## src/hdl/oemn_pkg.sv

```systemverilog
// Shared constants, types and helpers for the odd-even merge network unit.
`timescale 1ns / 1ps
`default_nettype none
package oemn_pkg;

  localparam int MAX_ITEMS = 16;
  localparam int KEY_WIDTH = 16;
  localparam int CFG_W     = 3;
  localparam int ADDR_W    = $clog2(MAX_ITEMS);
  localparam int CNT_W     = ADDR_W + 1;
  localparam int SUM_W     = ADDR_W + 3;
  localparam int LOG2_MAX  = $clog2(MAX_ITEMS + 1) - 1;

  localparam logic [CFG_W-1:0] SIZE_LOG2_RESET = CFG_W'(4);

  typedef enum logic [2:0] {
    ST_LOAD,
    ST_CX_RD,
    ST_CX_CMP,
    ST_CX_WB,
    ST_EM_RD,
    ST_EM_LOAD,
    ST_EM_HOLD
  } oemn_state_t;

  typedef struct packed {
    logic load_wr;
    logic net_init;
    logic wr_a;
    logic wr_b;
    logic net_step;
    logic em_init;
    logic rd_emit;
    logic out_load;
    logic em_step;
  } oemn_cmd_t;

  typedef struct packed {
    logic load_last;
    logic swap;
    logic net_last;
    logic em_last;
    logic out_taken;
  } oemn_stat_t;

  // Clamp the raw size register to a supported log2 set size.
  function automatic logic [CFG_W-1:0] eff_log2(input logic [CFG_W-1:0] raw);
    logic [CFG_W-1:0] lg;
    lg = raw;
    if (raw == '0) begin
      lg = CFG_W'(1);
    end else if (raw > CFG_W'(LOG2_MAX)) begin
      lg = CFG_W'(LOG2_MAX);
    end
    return lg;
  endfunction

endpackage
`default_nettype wire

```

## src/hdl/oemn_ram.sv

```systemverilog
// Generic RAM: one write port, two registered read ports.
`timescale 1ns / 1ps
`default_nettype none
module oemn_ram #(
  parameter int WIDTH = 16,
  parameter int DEPTH = 16
) (
  input  wire logic                     clk,
  input  wire logic                     we,
  input  wire logic [$clog2(DEPTH)-1:0] waddr,
  input  wire logic [WIDTH-1:0]         wdata,
  input  wire logic [$clog2(DEPTH)-1:0] raddr_a,
  input  wire logic [$clog2(DEPTH)-1:0] raddr_b,
  output logic      [WIDTH-1:0]         rdata_a,
  output logic      [WIDTH-1:0]         rdata_b
);

  logic [WIDTH-1:0] mem [DEPTH];

  always_ff @(posedge clk) begin
    if (we) begin
      mem[waddr] <= wdata;
    end
    rdata_a <= mem[raddr_a];
    rdata_b <= mem[raddr_b];
  end

endmodule
`default_nettype wire

```

## src/hdl/oemn_dpath.sv

```systemverilog
// Datapath: key store, size register, load/network/emit counters, output register.
`timescale 1ns / 1ps
`default_nettype none
module oemn_dpath (
  input  wire logic                            clk,
  input  wire logic                            rst,
  input  wire logic                            cfg_wr,
  input  wire logic [oemn_pkg::CFG_W-1:0]      cfg_data,
  input  wire logic [oemn_pkg::KEY_WIDTH-1:0]  key,
  input  wire logic                            out_stall,
  input  wire oemn_pkg::oemn_cmd_t             cmd,
  output oemn_pkg::oemn_stat_t                 stat,
  output logic                                 out_valid,
  output logic      [oemn_pkg::KEY_WIDTH-1:0]  merged_key,
  output logic                                 last_key
);
  import oemn_pkg::*;

  logic [CFG_W-1:0]     size_lg;
  logic [ADDR_W-1:0]    load_count;
  logic [ADDR_W-1:0]    k;
  logic [ADDR_W-1:0]    j;
  logic [ADDR_W-1:0]    i;
  logic [ADDR_W-1:0]    e;
  logic [KEY_WIDTH-1:0] hold;

  logic [CNT_W-1:0]     n;
  logic [ADDR_W-1:0]    half;
  logic [ADDR_W-1:0]    n_m1;
  logic [SUM_W-1:0]     a_sum;
  logic [SUM_W-1:0]     b_sum;
  logic [SUM_W-1:0]     j_3k;
  logic                 seg_end;
  logic                 pass_end;
  logic [ADDR_W-1:0]    addr_a;
  logic [ADDR_W-1:0]    addr_b;

  logic                 we;
  logic [ADDR_W-1:0]    waddr;
  logic [KEY_WIDTH-1:0] wdata;
  logic [ADDR_W-1:0]    raddr_a;
  logic [KEY_WIDTH-1:0] rdata_a;
  logic [KEY_WIDTH-1:0] rdata_b;

  assign n    = CNT_W'(1) << eff_log2(size_lg);
  assign half = ADDR_W'(n >> 1);
  assign n_m1 = ADDR_W'(n - CNT_W'(1));

  // Pair (j+i, j+i+k) of the current network pass
  assign a_sum    = SUM_W'(j) + SUM_W'(i);
  assign b_sum    = a_sum + SUM_W'(k);
  assign addr_a   = a_sum[ADDR_W-1:0];
  assign addr_b   = b_sum[ADDR_W-1:0];
  assign j_3k     = SUM_W'(j) + SUM_W'(k) + SUM_W'(k) + SUM_W'(k);
  assign seg_end  = (SUM_W'(i) + SUM_W'(1)) == SUM_W'(k);
  assign pass_end = seg_end && (j_3k >= SUM_W'(n));

  assign stat.load_last = (load_count == n_m1);
  assign stat.swap      = (rdata_b < rdata_a);
  assign stat.net_last  = pass_end && (k == ADDR_W'(1));
  assign stat.em_last   = (e == n_m1);
  assign stat.out_taken = out_valid && !out_stall;

  always_comb begin
    we      = cmd.load_wr || cmd.wr_a || cmd.wr_b;
    waddr   = addr_b;
    wdata   = hold;
    if (cmd.load_wr) begin
      waddr = load_count;
      wdata = key;
    end else if (cmd.wr_a) begin
      waddr = addr_a;
      wdata = rdata_b;
    end
    raddr_a = cmd.rd_emit ? e : addr_a;
  end

  oemn_ram #(
    .WIDTH (KEY_WIDTH),
    .DEPTH (MAX_ITEMS)
  ) u_store (
    .clk     (clk),
    .we      (we),
    .waddr   (waddr),
    .wdata   (wdata),
    .raddr_a (raddr_a),
    .raddr_b (addr_b),
    .rdata_a (rdata_a),
    .rdata_b (rdata_b)
  );

  always_ff @(posedge clk) begin
    if (rst) begin
      size_lg    <= SIZE_LOG2_RESET;
      load_count <= '0;
      k          <= '0;
      j          <= '0;
      i          <= '0;
      e          <= '0;
      out_valid  <= 1'b0;
    end else begin
      if (cfg_wr) begin
        size_lg    <= cfg_data;
        load_count <= '0;
      end else if (cmd.load_wr) begin
        load_count <= stat.load_last ? '0 : load_count + ADDR_W'(1);
      end

      if (cmd.net_init) begin
        k <= half;
        j <= '0;
        i <= '0;
      end else if (cmd.net_step) begin
        if (seg_end) begin
          i <= '0;
          if (pass_end) begin
            k <= k >> 1;
            j <= k >> 1;
          end else begin
            j <= ADDR_W'(SUM_W'(j) + SUM_W'(k) + SUM_W'(k));
          end
        end else begin
          i <= i + ADDR_W'(1);
        end
      end

      if (cmd.em_init) begin
        e <= '0;
      end else if (cmd.em_step) begin
        e <= e + ADDR_W'(1);
      end

      if (cmd.out_load) begin
        out_valid <= 1'b1;
      end else if (!out_stall) begin
        out_valid <= 1'b0;
      end
    end
  end

  always_ff @(posedge clk) begin
    if (cmd.wr_a) begin
      hold <= rdata_a;
    end
    if (cmd.out_load) begin
      merged_key <= rdata_a;
      last_key   <= stat.em_last;
    end
  end

endmodule
`default_nettype wire

```

## src/hdl/oemn_ctrl.sv

```systemverilog
// Controller: sequences load, compare-exchange passes and emit.
`timescale 1ns / 1ps
`default_nettype none
module oemn_ctrl (
  input  wire logic                 clk,
  input  wire logic                 rst,
  input  wire logic                 in_valid,
  input  wire oemn_pkg::oemn_stat_t stat,
  output logic                      in_stall,
  output oemn_pkg::oemn_cmd_t       cmd
);
  import oemn_pkg::*;

  oemn_state_t state;
  oemn_state_t state_next;

  always_ff @(posedge clk) begin
    if (rst) begin
      state <= ST_LOAD;
    end else begin
      state <= state_next;
    end
  end

  always_comb begin
    state_next = state;
    cmd        = '0;
    in_stall   = (state != ST_LOAD);
    unique case (state)
      ST_LOAD: begin
        if (in_valid) begin
          cmd.load_wr = 1'b1;
          if (stat.load_last) begin
            cmd.net_init = 1'b1;
            state_next   = ST_CX_RD;
          end
        end
      end
      ST_CX_RD: begin
        state_next = ST_CX_CMP;
      end
      ST_CX_CMP: begin
        if (stat.swap) begin
          cmd.wr_a   = 1'b1;
          state_next = ST_CX_WB;
        end else begin
          cmd.net_step = 1'b1;
          if (stat.net_last) begin
            cmd.em_init = 1'b1;
            state_next  = ST_EM_RD;
          end else begin
            state_next = ST_CX_RD;
          end
        end
      end
      ST_CX_WB: begin
        cmd.wr_b     = 1'b1;
        cmd.net_step = 1'b1;
        if (stat.net_last) begin
          cmd.em_init = 1'b1;
          state_next  = ST_EM_RD;
        end else begin
          state_next = ST_CX_RD;
        end
      end
      ST_EM_RD: begin
        cmd.rd_emit = 1'b1;
        state_next  = ST_EM_LOAD;
      end
      ST_EM_LOAD: begin
        cmd.out_load = 1'b1;
        state_next   = ST_EM_HOLD;
      end
      ST_EM_HOLD: begin
        if (stat.out_taken) begin
          if (stat.em_last) begin
            state_next = ST_LOAD;
          end else begin
            cmd.em_step = 1'b1;
            state_next  = ST_EM_RD;
          end
        end
      end
      default: begin
        state_next = ST_LOAD;
      end
    endcase
  end

endmodule
`default_nettype wire

```

## src/hdl/odd_even_merge_network_unit.sv

```systemverilog
// Top level of the odd-even merge network unit.
//
//  channel | direction | handshake              | payload
//  --------+-----------+------------------------+-------------------------
//  cfg     | in        | cfg_valid / cfg_ready  | size_log2 [2:0]
//  in      | in        | in_valid / in_stall    | key [15:0]
//  out     | out       | out_valid / out_stall  | merged_key [15:0], last_key
//
// A set of n = 2^size_log2 keys (size_log2 clamped to 1..4) loads at one key
// per cycle while in_stall is low. The merge network then runs over the
// single-write key store: each compare-exchange reads its pair (ST_CX_RD)
// and compares it (ST_CX_CMP); a pair that swaps also takes ST_CX_WB (the
// store has one write port, so a swap writes its two keys in turn). Each
// merged key then passes through store read, output register load and
// transfer, and waits while out_stall is held.
// Reset (rst, synchronous) restores size_log2 to 4 and empties the load
// count; the key store is not cleared. in_stall stays high from the last
// key of a set until the last merged key of that set is transferred.
`timescale 1ns / 1ps
`default_nettype none
module odd_even_merge_network_unit (
  input  wire logic                            clk,
  input  wire logic                            rst,
  input  wire logic                            cfg_valid,
  output logic                                 cfg_ready,
  input  wire logic [oemn_pkg::CFG_W-1:0]      size_log2,
  input  wire logic                            in_valid,
  output logic                                 in_stall,
  input  wire logic [oemn_pkg::KEY_WIDTH-1:0]  key,
  output logic                                 out_valid,
  input  wire logic                            out_stall,
  output logic      [oemn_pkg::KEY_WIDTH-1:0]  merged_key,
  output logic                                 last_key
);
  import oemn_pkg::*;

  oemn_cmd_t  cmd;
  oemn_stat_t stat;
  logic       cfg_wr;

  // Always take the register write; it drops any partial set.
  assign cfg_ready = 1'b1;
  assign cfg_wr    = cfg_valid && cfg_ready;

  oemn_ctrl u_ctrl (
    .clk      (clk),
    .rst      (rst),
    .in_valid (in_valid),
    .stat     (stat),
    .in_stall (in_stall),
    .cmd      (cmd)
  );

  oemn_dpath u_dpath (
    .clk        (clk),
    .rst        (rst),
    .cfg_wr     (cfg_wr),
    .cfg_data   (size_log2),
    .key        (key),
    .out_stall  (out_stall),
    .cmd        (cmd),
    .stat       (stat),
    .out_valid  (out_valid),
    .merged_key (merged_key),
    .last_key   (last_key)
  );

endmodule
`default_nettype wire

```

## config.mk

```make
export PLATFORM = sky130hd
export DESIGN_NAME = odd_even_merge_network_unit
export DESIGN_NICKNAME = d
export VERILOG_FILES = /design/src/hdl/oemn_pkg.sv /design/src/hdl/oemn_ram.sv /design/src/hdl/oemn_dpath.sv /design/src/hdl/oemn_ctrl.sv /design/src/hdl/odd_even_merge_network_unit.sv
export SDC_FILE = /design/constraint.sdc
export NUM_CORES = 1
export LEC_CHECK = 0
export BUFFER_PORTS_ARGS = -buffer_cell sky130_fd_sc_hd__buf_2
export CAP_MARGIN = 20
export CELL_PAD_IN_SITES_DETAIL_PLACEMENT = 0
export CELL_PAD_IN_SITES_GLOBAL_PLACEMENT = 2
export CORE_ASPECT_RATIO = 1.1
export CORE_MARGIN = 1.5
export CORE_UTILIZATION = 40
export CTS_CLUSTER_DIAMETER = 150
export CTS_CLUSTER_SIZE = 20
export DETAILED_ROUTE_END_ITERATION = 7
export MAX_ROUTING_LAYER = met4
export PLACE_DENSITY = 0.75
export SLEW_MARGIN = 5
export SYNTH_ARGS = -nofsm -noshare
export SYNTH_HDL_FRONTEND = slang
export SYNTH_SLANG_ARGS = --single-unit
```

## constraint.sdc

```tcl
create_clock -name clk -period 4.71 [get_ports clk]
set_clock_uncertainty 0.1 [all_clocks]
set_input_delay 1.1775 -clock clk [delete_from_list [all_inputs] [get_ports clk]]
set_output_delay 1.1775 -clock clk [all_outputs]
set_load 0.03 [all_outputs]
```

; Word level (Yosys, flattened, before mapping)
; Memory sizes are Yosys's and may differ from the RTL's. A register that Yosys moved wholly into a read port is not among the register bits.
; Index checks and enable logic that the tools add are counted.
[word_totals]
register_bits = 60
mem_bits_rw = 256
inputBits = 24
output_inout_bits = 20
word_cells = 97
memories = 1
[memory_table]
columns = memory, depth, width, rd, rd_clocked_by_memory_dff, write_ports, line_no
row1 = u_dpath.u_store.mem, 16, 16, 2, 2, 1, oemn_ram.sv:18  ; logic [WIDTH-1:0] mem [DEPTH];
[classes]
add_sub_neg = 10
magnitude_cmp = 3
n_eq_ne = 14
shifts = 1
muxes = 39
n_reduce_logical = 18
[op_table]
columns = op, count
row1 = 4-bit 2-to-1 mux, 10
row2 = 16-bit 2-to-1 mux, 2
row3 = 3-bit 2-to-1 mux, 8
row4 = 3-bit one-hot mux with 7 select lines, 1
row5 = 16-bit < comparator, 1
row6 = 7-bit by 4-bit adder with 7-bit output, 2
row7 = 1-bit 2-to-1 mux, 14
row8 = 4-bit by 1-bit adder with 4-bit output (second input constant), 3
row9 = 3-bit == test (second input constant), 3
row10 = 4-bit adder, 2
row11 = 4-bit == test, 2
row12 = 7-bit by 4-bit == test with 1-bit output, 1
row13 = 7-bit by 5-bit greater-or-equal comparator with 1-bit output, 1
row14 = 3-bit by 2-bit == test with 1-bit output (second input constant), 2
row15 = 3-bit logical NOT, 2
row16 = 2-bit 2-to-1 mux, 3
row17 = 2-bit != test (second input constant), 3
row18 = 3-bit AND reduction, 2
row19 = 2-bit nonzero test, 3
row20 = 2-bit OR reduction, 3
row21 = 4-bit by 1-bit adder with 5-bit output (second input constant), 1
row22 = 4-bit by 4-bit adder with 5-bit output, 1
row23 = 1-bit by 3-bit left shift with 5-bit output (first input constant), 1
row24 = 4-bit by 1-bit == test with 1-bit output (second input constant), 1
row25 = other kinds (10), 13

; Depth between registers and ports, before layout
; Gate-level depths: netlist of run 1.
[depth]
ltp_word = 13
mapped_depth = 19
mapped_depth_nobuf = 19

; Modules after synthesis
; From an unflattened synthesis of run 1, not the netlist that was laid out.
[hier_totals]
cells_unflattened = 994
area_unflattened_um2 = 16305.6
[modules_own_cells]
columns = module, instances, cells_each, area_each_um2, seq_area_each_um2
row1 = oemn_ram, 1, 585, 12335.6, 8328.0
row2 = oemn_dpath, 1, 371, 3682.3, 1471.4
row3 = oemn_ctrl, 1, 36, 276.5, 60.1
row4 = odd_even_merge_network_unit, 1, 2, 11.3, 0.0

; Worst setup path before layout of run 1
; OpenSTA, ideal clock, no wires.
[synth_path]
path_type = register to register
from = register u_dpath.i[0]
to = memory u_dpath.u_store.mem[0][0] (enable)
setup_time_ps = 431
arrival_time_ps = 4416
t_required_ps = 4179
slack_ps = -237
path_stages_with_launch = 10
n_path_buf = 2
period_less_slack_ps = 4947
cell_sequence = dfxtp_1 -> ha_1 -> inv_1 -> fa_1 -> fa_1 -> clkbuf_1 -> clkbuf_1 -> mux2i_1 -> mux2_2 -> nor4_1
[synth_via]
elab_chain_cells = 4
[synth_rtl]
columns = element, line_no
row1 = from (decl), oemn_dpath.sv:23  ; logic [ADDR_W-1:0] i;
row2 = from (signal assigned), oemn_dpath.sv:123  ; i <= i + ADDR_W'(1);
row3 = 4-bit adder *, oemn_dpath.sv:50  ; assign a_sum = SUM_W'(j) + SUM_W'(i);
row4 = 4-bit adder, oemn_dpath.sv:51  ; assign b_sum = a_sum + SUM_W'(k);
row5 = 4-bit 2-to-1 mux *, oemn_dpath.sv:71  ; end else if (cmd.wr_a) begin
row6 = 4-bit 2-to-1 mux *, oemn_dpath.sv:68  ; if (cmd.load_wr) begin
row7 = to (decl), oemn_ram.sv:18
; Every way passes the cells marked *; elsewhere a longest branch is shown, timed or not.

; Worst setup path after layout of run 1
[layout_path]
from = register u_dpath.j[0]
to = register u_dpath.j[2]
[layout_via]
elab_chain_cells = 6
[layout_rtl]
columns = element, line_no
row1 = from (decl), oemn_dpath.sv:22  ; logic [ADDR_W-1:0] j;
row2 = from (signal assigned), oemn_dpath.sv:118  ; j <= k >> 1;
row3 = from (signal assigned), oemn_dpath.sv:120  ; j <= ADDR_W'(SUM_W'(j) + SUM_W'(k) + SUM_W'(k));
row4 = 4-bit by 4-bit adder with 5-bit output *, oemn_dpath.sv:54  ; assign j_3k = SUM_W'(j) + SUM_W'(k) + SUM_W'(k) + SUM_W'(k);
row5 = 7-bit by 4-bit adder with 7-bit output *, oemn_dpath.sv:54
row6 = 7-bit by 4-bit adder with 7-bit output, oemn_dpath.sv:54
row7 = 7-bit by 5-bit greater-or-equal comparator with 1-bit output, oemn_dpath.sv:56  ; assign pass_end = seg_end && (j_3k >= SUM_W'(n));
row8 = 1-bit logical AND, oemn_dpath.sv:56
row9 = 4-bit 2-to-1 mux *, oemn_dpath.sv:116  ; if (pass_end) begin
; Marked as above.
; A chain may end at the register's enable or synchronous reset.

==> flow_metrics.py, run 1 <==
metrics = {
    "global_route": {
        "grt_use_total_pct": 22.2,
        "antenna_found_initial": 0,
        "grt_pass1_vias": 11200,
        "grt_max_degree": 129,
        "overflow": 0,
        "grt_pass1_wl_mm": 69.9,
    },
    "pwr": {
        "p_leak_nw": 6.52,
        "power.density_mw_per_mm2": 294,
        "peakVddDrop_mv": 0.240,
        "fin_total_pwr_mw": 5.64,
    },
    "placed_design": {
        "dpl_cell_area_mm2": 0.0184,
        "gp_congestion": 0.815,
        "hpwl_mm": 29.3,
        "port_buffers": 42,
    },
    "clocking": {
        "cts_sinks": 348,
        "path_clk_slew_ps": 90,
        "h-tree-depth": 1,
        "numCtsBuffers": 21,
        "cts_tree": "yes",
        "cts_buffer_depth": 3,
        "cts_root_buf": "clkbuf_16",
        "clk_latency_ps": 540,
    },
    "sta": {
        "slew_headroom_pct": 25.9,
        "finalSetupViolations": 0,
        "maxSlewViolCount": 0,
        "worst_pin_slew_ps": 1110,
        "max_freq_mhz": 224,
        "period_needed_ps": 4460,
        "hold_viol": 0,
        "post-route-period-util_pct": 94.8,
    },
    "routing": {
        "wl_per_cell_um": 23.8,
        "antenna_left": 0,
        "drt_first_pass_iters": 6,
        "wirelength_mm": 46.8,
        "vias": 11400,
        "via_per_inst": 5.80,
        "drc": 0,
        "first_iter_violations": 864,
    },
    "worst_setup_path": {
        "critPathCaptureType": "flip-flop",
        "r2r_slack_ps": 250,
        "crit_top_cell": "ha_1",
        "required_ps": 5010,
        "critPathArrivalTime_ps": 4760,
        "crit_fanout": 5,
        "slowest_stage": "or3_4",
        "crit_chain": "ha_1 -> inv_1 -> fa_2 -> xnor2_2 -> ha_1 -> a21oi_1 -> nand2_1 -> xor2_2 -> ha_1 -> a221oi_2 -> xnor2_1 -> ha_1 -> o21ai_0 -> a21oi_1 -> or3_4 -> o211ai_4 -> mux2i_1 -> a21oi_1",
        "max_stage_delay_ps": 410,
        "cp-start-kind": "flip-flop",
        "crit_type": "flip-flop to flip-flop",
    },
    "floorplanning": {
        "dieHeight_um": 220,
        "dieArea_mm2": 0.0439,
        "row_count": 79,
        "pin_count": 44,
        "dieWidth_um": 200,
        "core-area_mm2": 0.0422,
        "initial_core_util_pct": 40.4,
    },
    "logic_synthesis": {
        "syn_avg_cell_area_um2": 12.8,
        "synth_cell_types": 69,
        "synth_compound_area_share_pct": 12.6,
        "ys.flop_type": "edfxtp_1",
        "ys_seq_elements": 348,
        "ys_seq_area_share_pct": 57.8,
        "synth-xor-area-share_pct": 1.80,
        "synth-simple-area-share_pct": 10.8,
        "yosys_warnings": 0,
        "synth.top_cells.by_count": "edfxtp_1, nand2_1, a211oi_1",
        "synth_top_area_share_pct": 50.8,
        "async_flop_share_pct": 0,
        "synthAdderAreaFrac_pct": 3.74,
        "synth.largest_area_cell": "edfxtp_1",
        "synthTopCellsByArea": "edfxtp_1, mux4_2, dfxtp_1, a211oi_1, nand2_1",
        "synth_top_family_by_area": "compound AO/OA/AOI/OAI gates",
        "syn_inst": 1335,
        "netlist_area_mm2": 0.0171,
        "synth.most_common_cell": "edfxtp_1",
        "synth_edf_count": 289,
        "synth.mux.area_fraction_pct": 10.3,
    },
    "layout": {
        "fin_nets": 1458,
        "drive_gt1_share_pct": 18.3,
        "design_area_mm2": 0.0192,
        "area_delta_synth_final_pct": 12.2,
        "n_antenna_cell": 0,
        "fillers": 3851,
    },
    "status": {
        "status": "complete, no violations",
    },
    "min_path": {
        "hold_class": "flip-flop to flip-flop",
    },
    "run": {
        "maxCapViolCount": 0,
    },
}
worst paths after layout:
check,start,end,cells after the start
min,u_dpath.u_store.rdata_a[6],u_dpath.merged_key[6],0
max,u_dpath.j[0],u_dpath.j[2],18
max reg2reg,u_dpath.j[0],u_dpath.j[2],18
min reg2reg,u_dpath.u_store.rdata_a[6],u_dpath.merged_key[6],0
what timing repair did:
item	4_1_cts	5_1_grt
buffers inserted	0	1
pin swaps	0	2
hold buffers	0	0
hold endpoints to repair	0	0
cloned	0	0
resized for setup	3	9
setup endpoints to repair	7	29
worst max-delay path: cells and delay by family, from the launching register on:
| kind | cells | cell delay [ps] |
|---|---|---|
| AOI/OAI and AO/OA | 6 | 1080 |
| xor gates and xnor gates | 3 | 490 |
| adders and majority gates | 5 | 1470 |
| buffers and inverters | 1 | 90 |
| DFF | 1 | 360 |
| muxes | 1 | 220 |
| and+or+nand+nor | 2 | 520 |
power breakdown:
part	internal (mW)	total, mW	switching [mW]
Combinational	0.139	0.352	0.214
Clock	0.854	1.86	1.01
Sequential	3.39	3.43	0.0380
placed cells by master (no fill, tap or decap), drive strengths merged, types with 13 or more instances in the layout:
cell	count
a211oi	100
and2	84
buf	115
a31oi	52
a311oi	32
nor4	18
dfxtp	59
o21ai	40
mux2i	29
edfxtp	289
nand2	200
nor2	20
inv	34
clkbuf	36
mux4	64
nand3	13
nor3	14
ha	43
xnor2	19
a21oi	54
registers in the layout, summed over array words and instances (netlist names), 4 cells and up:
register / flops
u_dpath.u_store.mem: 256
u_dpath.k: 4
u_dpath.j: 4
u_dpath.u_store.rdata_a: 16
u_dpath.load_count: 4
u_dpath.hold: 16
u_dpath.i: 4
u_dpath.u_store.rdata_b: 16
u_dpath.merged_key: 16
u_dpath.e: 4
logic make-up (layout without fill, tap and decap cells):
| kind of cell | count (synthesis) | after routing |
|---|---|---|
| AOI/OAI and AO/OA | 312 | 312 |
| xor gates and xnor gates | 32 | 32 |
| adders and majority gates | 48 | 48 |
| buffers and inverters | 121 | 186 |
| DFF | 348 | 348 |
| muxes | 96 | 96 |
| other | 1 | 2 |
| and+or+nand+nor | 377 | 377 |
through the flow:
stage          setup TNS (ps)  hold WS [ps]  setup slack [ps]  std cells  util (%)
2_1_floorplan          -28430           318              -237       1336         -
3_3_place_gp                0           339              13.7       1926      43.7
3_5_place_dp            -1.14           348             -1.14       1927      43.7
4_1_cts                     0           370              81.1       1965      45.2
5_1_grt                 -37.3           396             -24.3       1968      45.4
6_report                    0           366               246       1968      45.4
metal layers:
| metal | up-vias | global-route usage [%] | wire [um] |
|---|---|---|---|
| met1 | 5792 | 29.6 | 20300 |
| met4 | 0 | 6.44 | 1250 |
| met5 | - | - | 0 |
| li1 | 5244 | - | - |
| met2 | 322 | 36.1 | 22700 |
| met3 | 59 | 2.23 | 2490 |
layout make-up:
| type | count | area [um2] | share of cell area [%] |
|---|---|---|---|
| well taps | 567 | 709 | 3.70 |
| inverters | 33 | 124 | 0.647 |
| flip-flops and latches | 348 | 9860 | 51.5 |
| clock inverters | 2 | 25.0 | 0.131 |
| clock buffers | 36 | 582 | 3.04 |
| multi-input cells | 867 | 7010 | 36.6 |
| repair buffers | 115 | 841 | 4.39 |
(Power assumes the default switching activity.)
==> run 2, diff against run 1 <==
Settings changed: BUFFER_PORTS_ARGS -buffer_cell sky130_fd_sc_hd__buf_2 to -buffer_cell sky130_fd_sc_hd__clkbuf_2, CTS_BUF_LIST from default to sky130_fd_sc_hd__clkbuf_8 sky130_fd_sc_hd__clkbuf_16, PLACE_DENSITY 0.75 to 0.79.
==> run 2 against run 1 <==
Against the previous run: critical path depth is 1 higher; critical endpoint is now u_dpath.j[0]; utilization increased by 0.15 points; final cell count rose by 0.30%; die area unchanged.
==> flow_metrics.py, run 2 (synthesized netlist as in run 1, its figures left out) <==
metrics = {
    "global_route": {
        "grt_pass1_wl_mm": 70.6,
        "gr-usage-met1_pct": 30.2,
        "met2_usage_pct": 36.2,
        "grt_max_degree": 75,
        "overflow": 0,
        "grt_use_total_pct": 22.4,
        "antenna_found_initial": 2,
        "busiest_layer": "met2",
        "grt_pass1_vias": 11100,
        "use_met3_pct": 2.25,
    },
    "clocking": {
        "path_clk_slew_ps": 90,
        "cts_tree": "yes",
        "h-tree-depth": 1,
        "cts_buffer_depth": 3,
        "cts_sinks": 348,
        "postCtsHoldBufs": 0,
        "cts_root_buf": "clkbuf_16",
        "numCtsBuffers": 21,
        "clk_latency_ps": 550,
    },
    "pwr": {
        "fin_total_pwr_mw": 5.62,
        "peakVddDrop_mv": 0.191,
        "power.density_mw_per_mm2": 292,
        "p_leak_nw": 6.62,
    },
    "floorplanning": {
        "pin_count": 44,
        "dieHeight_um": 220,
        "dieWidth_um": 200,
        "row_count": 79,
        "dieArea_mm2": 0.0439,
        "core-area_mm2": 0.0422,
        "initial_core_util_pct": 40.4,
    },
    "placed_design": {
        "port_buffers": 42,
        "hpwl_mm": 30.1,
        "gp_congestion": 0.847,
        "dpl_cell_area_mm2": 0.0185,
    },
    "worst_setup_path": {
        "max_stage_delay_ps": 400,
        "cp-start-kind": "flip-flop",
        "crit_type": "flip-flop to flip-flop",
        "critPathArrivalTime_ps": 4760,
        "reg2reg_depth": 19,
        "critPathCaptureType": "flip-flop",
        "crit_chain": "ha_2 -> inv_1 -> fa_2 -> xnor2_2 -> ha_1 -> a21oi_2 -> nand2_1 -> xor2_2 -> ha_4 -> a221oi_4 -> xnor2_2 -> ha_1 -> o21ai_0 -> a21oi_1 -> or3_4 -> o211ai_2 -> buf_6 -> mux2i_1 -> a21oi_1",
        "slowest_stage": "or3_4",
        "required_ps": 4990,
        "crit_fanout": 5,
    },
    "routing": {
        "drt_first_pass_iters": 5,
        "wl_per_cell_um": 23.9,
        "via_per_inst": 5.79,
        "vias": 11400,
        "wirelength_mm": 47.2,
        "first_iter_violations": 835,
        "antenna_left": 0,
        "drc": 0,
    },
    "run": {
        "maxCapViolCount": 0,
    },
    "layout": {
        "largest_reg_flops": 256,
        "fillers": 3781,
        "design_area_mm2": 0.0192,
        "layout_common_cells": "edfxtp_1, nand2_1, a211oi_1",
        "fin_nets": 1464,
        "regMostFlops": "u_dpath.u_store.mem",
        "n_antenna_cell": 0,
        "area_delta_synth_final_pct": 12.6,
        "drive_gt1_share_pct": 19.0,
        "final_common_cell": "edfxtp_1",
    },
    "min_path": {
        "hold_class": "flip-flop to flip-flop",
        "hold_depth": 0,
    },
    "sta": {
        "finalSetupViolations": 0,
        "maxSlewViolCount": 0,
        "post-route-period-util_pct": 95.1,
        "slew_headroom_pct": 38.2,
        "finalSetupTns_ps": 0,
        "period_needed_ps": 4480,
        "hold_viol": 0,
        "worst_pin_slew_ps": 927,
        "max_freq_mhz": 223,
    },
    "status": {
        "status": "complete, no violations",
    },
}
-- run 2: per-layer routing --
metal,vias up,share of wire (%)
li1,5252,-
met1,5729,43
met2,376,48
met3,65,5.6
met4,0,2.8
met5,-,0
-- run 2: worst paths after layout --
check,from,slack (ps),to
worst max register to register,u_dpath.j[0],230,u_dpath.j[0]
worst max-delay path,u_dpath.j[0],230,u_dpath.j[0]
worst min-delay path,u_dpath.u_store.rdata_a[13],370,u_dpath.hold[13]
worst min register to register,u_dpath.u_store.rdata_a[13],370,u_dpath.hold[13]
-- run 2: timing repair --
action                                  in CTS  in global routing
pin swaps                                    0                  5
resized for setup                            2                 15
buffers inserted                             0                  4
endpoints found under the setup margin       7                 14
-- run 2: final cells by class --
cell class | count | area (um2) | share of cell area (%)
Clock buffer | 21 | 526 | 2.73
Clock inverter | 17 | 81.3 | 0.423
Inverter | 33 | 124 | 0.645
Multi-Input combinational cell | 867 | 7030 | 36.6
Sequential cell | 348 | 9860 | 51.3
Tap cell | 567 | 709 | 3.69
Timing Repair Buffer | 121 | 890 | 4.63
-- run 2: metrics by stage --
stage                     util, %  hold WS (ps)  setup WS, ps  std cells
after detailed placement     43.8           346         -35.4       1932
final                        45.5           367           230       1974
after floorplan                 -           318          -237       1336
after CTS                    45.2           368          4.84       1970
after global placement       43.7           340          61.5       1930
after global routing         45.5           392         -67.2       1974
-- run 2: worst max-delay path, delay by kind of cell (launching register included) --
family | cells | cell delay (ps)
adders and majority gates | 5 | 1420
AOI/OAI and AO/OA | 6 | 900
buffers and inverters | 2 | 240
DFF | 1 | 350
muxes | 1 | 180
xor gates and xnor gates | 3 | 630
and+or+nand+nor | 2 | 510
-- run 2: power by group --
part / leakage [nW] / switching [mW] / internal [mW]
combinational: 3.16 / 0.211 / 0.139
sequential: 3.11 / 0.0372 / 3.39
clock: 0.350 / 1.02 / 0.823
